[src/hw/rtl/hase_pkg.sv]
`timescale 1ns / 1ps
`default_nettype none
// ----------------------------------------------------------------------------
// hase_pkg
// Shared types, constants and tables for the successor expansion pipeline.
// ----------------------------------------------------------------------------
package hase_pkg;

    // Default parameter values
    localparam int POS_FRAC_BITS_DEF  = 16;
    localparam int NUM_DIRECTIONS_DEF = 3;

    // CORDIC geometry
    localparam int CORDIC_ITERS = 16;
    localparam int Z_W          = 20;
    localparam int V_W          = 34;
    localparam int PROD_W       = 59;
    localparam int TERM_W       = 34;

    // Heading constants in Q16 radians
    localparam logic [18:0] TWO_PI_Q16        = 19'd411775;
    localparam logic [18:0] PI_Q16            = 19'd205887;
    localparam logic [18:0] HALF_PI_Q16       = 19'd102944;
    localparam logic [18:0] THREE_HALF_PI_Q16 = 19'd308831;
    localparam logic signed [V_W-1:0] CORDIC_GAIN_Q30 = 34'sd652032874;

    // Cost constants
    localparam logic [15:0] BASE_COST_Q16 = 16'd46325;
    localparam logic [11:0] PEN_ROUND     = 12'd2048;

    // Configuration register indexes
    localparam logic [2:0] REG_PEN_TURN = 3'd0;
    localparam logic [2:0] REG_PEN_REV  = 3'd1;
    localparam logic [2:0] REG_PEN_COD  = 3'd2;
    localparam logic [2:0] REG_GRID_W   = 3'd3;
    localparam logic [2:0] REG_GRID_H   = 3'd4;

    // One word travelling down the CORDIC cell chain
    typedef struct packed {
        logic signed [31:0]     x;
        logic signed [31:0]     y;
        logic [18:0]            h;
        logic [31:0]            cost;
        logic [2:0]             parent;
        logic [2:0]             prim;
        logic signed [Z_W-1:0]  z;
        logic signed [V_W-1:0]  cx;
        logic signed [V_W-1:0]  cy;
        logic                   neg;
    } t_cell_data;

    // Configuration register set
    typedef struct packed {
        logic [15:0] pen_turn;
        logic [15:0] pen_rev;
        logic [15:0] pen_cod;
        logic [14:0] grid_w;
        logic [14:0] grid_h;
    } t_cfg;

    // Result word
    typedef struct packed {
        logic signed [31:0] succ_x;
        logic signed [31:0] succ_y;
        logic [18:0]        succ_heading;
        logic [31:0]        succ_cost;
        logic               on_grid;
    } t_result;

    // Arctangent of 2^-i in Q16
    function automatic logic [15:0] atan_q16(input int i);
        logic [15:0] v;
        case (i)
            0:       v = 16'd51472;
            1:       v = 16'd30385;
            2:       v = 16'd16055;
            3:       v = 16'd8150;
            4:       v = 16'd4091;
            5:       v = 16'd2047;
            6:       v = 16'd1024;
            7:       v = 16'd512;
            8:       v = 16'd256;
            9:       v = 16'd128;
            10:      v = 16'd64;
            11:      v = 16'd32;
            12:      v = 16'd16;
            13:      v = 16'd8;
            14:      v = 16'd4;
            15:      v = 16'd2;
            default: v = 16'd0;
        endcase
        return v;
    endfunction

    // Value modulo three for a three-bit code
    function automatic logic [1:0] mod3(input logic [2:0] v);
        logic [1:0] r;
        case (v)
            3'd0, 3'd3, 3'd6: r = 2'd0;
            3'd1, 3'd4, 3'd7: r = 2'd1;
            default:          r = 2'd2;
        endcase
        return r;
    endfunction

    // Longitudinal step in Q24
    function automatic logic signed [24:0] step_long(input logic [1:0] row);
        logic signed [24:0] v;
        case (row)
            2'd0:    v = 25'sd11859113;
            default: v = 25'sd11831695;
        endcase
        return v;
    endfunction

    // Lateral step in Q24
    function automatic logic signed [24:0] step_lat(input logic [1:0] row);
        logic signed [24:0] v;
        case (row)
            2'd1:    v = -25'sd697753;
            2'd2:    v = 25'sd697753;
            default: v = 25'sd0;
        endcase
        return v;
    endfunction

    // Heading change in Q16
    function automatic logic signed [19:0] step_turn(input logic [1:0] row);
        logic signed [19:0] v;
        case (row)
            2'd1:    v = 20'sd7721;
            2'd2:    v = -20'sd7721;
            default: v = 20'sd0;
        endcase
        return v;
    endfunction

endpackage
`default_nettype wire

[src/hw/rtl/hase_cordic_cell.sv]
`timescale 1ns / 1ps
`default_nettype none
// ----------------------------------------------------------------------------
// hase_cordic_cell
// One rotation-mode CORDIC iteration; holds one word and hands it on.
// ----------------------------------------------------------------------------
module hase_cordic_cell #(
    parameter int IDX = 0
) (
    input  wire                      i_clk,
    input  wire                      i_rst_n,
    input  wire                      i_en,
    input  wire                      i_valid,
    input  hase_pkg::t_cell_data     i_data,
    output logic                     o_valid,
    output hase_pkg::t_cell_data     o_data
);

    localparam logic signed [hase_pkg::Z_W-1:0] ATAN =
        hase_pkg::Z_W'(hase_pkg::atan_q16(IDX));

    logic                 r_valid;
    hase_pkg::t_cell_data r_data;
    hase_pkg::t_cell_data n_data;
    logic signed [hase_pkg::V_W-1:0] xs;
    logic signed [hase_pkg::V_W-1:0] ys;

    // Micro-rotation towards zero residual angle
    always_comb begin
        xs     = i_data.cy >>> IDX;
        ys     = i_data.cx >>> IDX;
        n_data = i_data;
        if (i_data.z >= 0) begin
            n_data.cx = i_data.cx - xs;
            n_data.cy = i_data.cy + ys;
            n_data.z  = i_data.z - ATAN;
        end else begin
            n_data.cx = i_data.cx + xs;
            n_data.cy = i_data.cy - ys;
            n_data.z  = i_data.z + ATAN;
        end
    end

    // Cell register
    always_ff @(posedge i_clk) begin
        if (!i_rst_n) begin
            r_valid <= 1'b0;
        end else if (i_en) begin
            r_valid <= i_valid;
        end
    end

    always_ff @(posedge i_clk) begin
        if (i_en) begin
            r_data <= n_data;
        end
    end

    assign o_valid = r_valid;
    assign o_data  = r_data;

endmodule
`default_nettype wire

[config.mk]
export PLATFORM = sky130hd
export DESIGN_NAME = hase_cordic_cell
export DESIGN_NICKNAME = d
export VERILOG_FILES = /design/src/hw/rtl/hase_pkg.sv /design/src/hw/rtl/hase_cordic_cell.sv
export SDC_FILE = /design/constraint.sdc
export NUM_CORES = 1
export LEC_CHECK = 0
export BUFFER_PORTS_ARGS = -buffer_cell sky130_fd_sc_hd__buf_2
export CAP_MARGIN = 20
export CORE_MARGIN = 2
export CORE_UTILIZATION = 40
export CTS_BUF_LIST = sky130_fd_sc_hd__clkbuf_16
export DETAILED_ROUTE_END_ITERATION = 16
export GPL_ROUTABILITY_DRIVEN = 0
export MAX_ROUTING_LAYER = met4
export PLACE_DENSITY_LB_ADDON = 0.25
export SYNTH_ARGS = -nofsm -noshare
export SYNTH_HDL_FRONTEND = slang
export SYNTH_SLANG_ARGS = --single-unit
[constraint.sdc]
create_clock -name i_clk -period 4.05 [get_ports i_clk]
set_input_delay 0.405 -clock i_clk [delete_from_list [all_inputs] [get_ports i_clk]]
set_output_delay 0.405 -clock i_clk [all_outputs]
set_load 0.01 [all_outputs]
== Yosys cells after proc, flatten, opt, wreduce, memory -nomap -nowiden ==
Index checks and enable logic that the tools add are counted.

* Bitwise gates (word level): 0
* Magnitude comparators: 1
* Muxes and demuxes: 1
* Add/subtract/negate cells: 5
* Reduce and logical (&&, ||, !) cells: 0
* Div/mod/pow operators: 0
* Equal/unequal tests: 0
* Multipliers: 0
* Shifts and indexed selects: 0

{| class="wikitable"
|+ Operators with widths
! kind !! count
|-
| $mux W88 || 1
|-
| $sub A34 B34 Y34 || 2
|-
| $add A34 B34 Y34 || 1
|-
| $add A20 B17 Y20 const B || 1
|-
| $ge A20 B1 Y1 const B || 1
|-
| $sub A20 B17 Y20 const B || 1
|}

* Bits in registers: 211
* Bits of input ports: 214
* Memories kept: 0
* RAM bits: 0
* Memory bits (read-only): 0
* Latch bits: 0
* Logic and storage cells: 18
* Output and inout port bits: 211

== Logic depth before layout (Yosys ltp) ==
* Depth after elaboration: 2
* Mapped depth: 17
* Mapped depth without buffers: 15

== Least setup slack after synthesis ==
Ideal clock, no wire load.

* Kind: in2reg
* From: input i_data[75] (netlist bit)
* To: register r_data (netlist bit o_data[87]), data pin
* Arrival time: 3708 ps
* Stages on the path: 15
* Setup time: 262 ps
* Setup slack: 80 ps
* Required time: 3788 ps
* Buffers on the path: 2
* Cells stage by stage: nor4_1 > nand4_1 > o21ai_0 > clkbuf_1 > clkbuf_1 > ha_1 > nor2b_1 > o21ai_0 > a21boi_1 > o211ai_1 > a21oi_1 > or3_1 > a31o_2 > a21oi_1 > xor2_1

{| class="wikitable"
|+ RTL lines
! what !! RTL line !! RTL
|-
| start, declared || hase_cordic_cell.sv:14 || <nowiki>input hase_pkg::t_cell_data i_data,</nowiki>
|-
| end signal, assigned || hase_cordic_cell.sv:55 || <nowiki>r_data <= n_data;</nowiki>
|-
| end, declared || hase_cordic_cell.sv:23 || <nowiki>hase_pkg::t_cell_data r_data;</nowiki>
|}

==> impl_results.md <==
* Status: finished, final reports clean
* Worst vdd ir at 277 µV
* Reg2reg start: o_valid
* Hold endpoint: o_data[206]
* Setup CP Type: primary input to flip-flop
* Setup slack at placement at 288 ps
* Unrepaired setup endpoints after global routing: no
* GRT Util Overall at 24.1%
* Fillers at 2,899
* Vias per cell at 5.46
* Hold path start: i_data[206]
* Minimum clock period at 3270 ps
* Reg2reg end: o_valid
* First-pass GRT wire length at 60.6 mm
* Final hold vios at 0
* Syn nets at 1,548
* WL per Instance at 20.4 µm
* Vias in the first global route at 10,600
* # DRC at 0
* GR Overflow Total at 0
* P_leak at 7.29 nW
* Largest net degree at the start of global routing at 92
* ANT nets after route at 0
* # port buffers at 424
* Slew margin rel. at 43.8%
* Fin nets at 1,970
* Post-detail-place hpwl at 33.1 mm
* Share of the synthesized area in the top cell type at 48.5%
* Worst Tran Pin Value at 843 ps
* Max-slew violation count at 0
* CTS root buf: clkbuf_16
* Hold crit path type: primary input to flip-flop
* Core area at 0.0317 mm²
* Synthesized area per cell at 10.6 µm²
* CTS Buf Count at 25
* Max Cap Violations at 0
* R2r setup slk at 3460 ps
* Post-CTS Hold Fix Bufs at 0
* Die width at 184 µm
* Via count at 11,300
* Yosys warning count at 0
* Num rows at 65
* Num Clock Sinks at 210
* Most frequent cells after synthesis: edfxtp_1, ha_1, nor2_1
* 1st-iter DRT viols at 1,012
* H-tree depth at 1
* Final wirelength at 42.0 mm
* Worst Path Arrival at 3550 ps
* Initial Utilization at 40.8%
* R2R depth at 2
* Top-count cell post-synth: edfxtp_1
* Max clock buf depth at 3
* Mapped cell area at 0.0129 mm²
* CP required at 4330 ps
* Startpoint Class: primary input
* # setup viols final at 0
* Worst hold path stage count at 1
* Die area at 0.0338 mm²
* Top FF cell, synth: edfxtp_1
* Worst-path clk slew at 60 ps
* Flops & latches, synth at 210
* Io pins at 425
* Layout cells sized above 1 at 30.7%
* Post-synth EDFFs at 209
* Sequential share of the synthesized area at 48.6%
* Final WS setup at 776 ps
* Worst Path Max Fanout at 9
* FFs w/ async S/R, synth at 0%
* Post-synth top area cell: edfxtp_1
* Initial antenna violation count at 2
* Clock skew at 0 ps
* Final period utilization at 80.8%
* Post-Syn Instances at 1,216
* Fmax at 0.305 GHz
* Area of the multi-input gates at 0.00606 mm²
* PwrDens at 415 mW/mm²
* FF+latch area at 0.00630 mm²
* Post-CTS Setup Bufs at 0
* Vert. Die Dim at 184 µm
* CTS tree: yes
* Post-CTS sizing at 0
* Distinct cell type count after synthesis at 74
* Synth top area cells: edfxtp_1, ha_1, xnor2_1
* Worst setup EP type: flip-flop
* Drt first pass iters at 6
* Post-route setup TNS at 0 ps
* Layout area overhead at 26.5%
* Worst skew pair latency at 520 ps
-- power by group --
group	switching [mW]	internal, mW	leakage (nW)
registers	0.0648	2.71	2.05
clock network	0.911	1.38	0.423
logic	1.06	0.668	4.82
total	2.04	4.76	7.29
-- layer usage --
layer | up-vias | wire length, µm | global-route usage, %
met4 | 0 | 1620 | 8.80
met5 | - | 0 | -
met3 | 91 | 3480 | 4.20
met2 | 573 | 20500 | 40.4
li1 | 5282 | - | -
met1 | 5305 | 16400 | 29.1
-- layout make-up --
type,count,share of cell area (%)
diodes,3,0.0458
clock buffers,25,3.82
clock inverters,21,1.29
inverters,110,2.52
multi-input cells,851,37.0
flip-flops and latches,210,38.4
well taps,402,3.07
repair buffers,440,13.8
-- worst max-delay path: stages --
cell and delay, ps:
buf_2 110, nor4_1 330, nand4_1 230, o21ai_4 330
ha_1 320, nor2b_1 140, o21ai_0 240, a21boi_1 150
o211ai_1 260, a21oi_1 130, or3_1 410, a31o_2 240
a21oi_1 160, xor2_1 80
-- metrics by stage --
stage,instances,power (mW),cell area [µm²],util [%],hold slack [ps]
global placement,2013,4.51,15500,49.0,502
global route,2061,7.10,16400,51.6,16.6
finish,2062,6.80,16400,51.7,49.3
floorplan,1216,3.79,12900,-,504
detailed placement,2013,4.53,15500,49.0,504
CTS,2059,6.85,16400,51.6,20.9
-- logic make-up after synthesis --
family | Yosys count | synth area share, %
muxes | 20 | 1.55
and+or+nand+nor | 290 | 10.7
DFF | 210 | 48.6
xor gates and xnor gates | 79 | 5.34
AOI/OAI and AO/OA | 344 | 17.5
buffers and inverters | 155 | 4.65
adders and majority gates | 118 | 11.6
-- state kept, by name, indices dropped and copies added, names as in the netlist --
name / cells
o_data: 209
o_valid: 1
-- worst max path at each step --
stage | startpoint | end | slack, ps | depth (start not counted)
after global placement | i_data[75] | o_data[87] | 420 | 14
after global routing | i_data[75] | o_data[88] | 570 | 13
final | i_data[75] | o_data[87] | 780 | 14
after CTS | i_data[75] | o_data[87] | 820 | 14
after floorplan | i_data[75] | o_data[87] | 80 | 15
after detailed placement | i_data[75] | o_data[87] | 290 | 14
-- cell usage in the layout (no fill, tap or decap), drive strengths merged, types with 11 or more instances in the layout --
| master | instances |
|---|---|
| ha | 114 |
| a21o | 30 |
| nand3 | 16 |
| o21ai | 61 |
| mux2i | 20 |
| o21bai | 16 |
| o21a | 13 |
| edfxtp | 209 |
| nor2b | 14 |
| xnor2 | 72 |
| nand2 | 55 |
| nor4 | 11 |
| nor3 | 34 |
| nor2 | 113 |
| buf | 439 |
| o31ai | 12 |
| inv | 116 |
| a21oi | 112 |
| clkbuf | 26 |
| a211oi | 15 |
No activity file was read; power rests on OpenSTA's default activity.
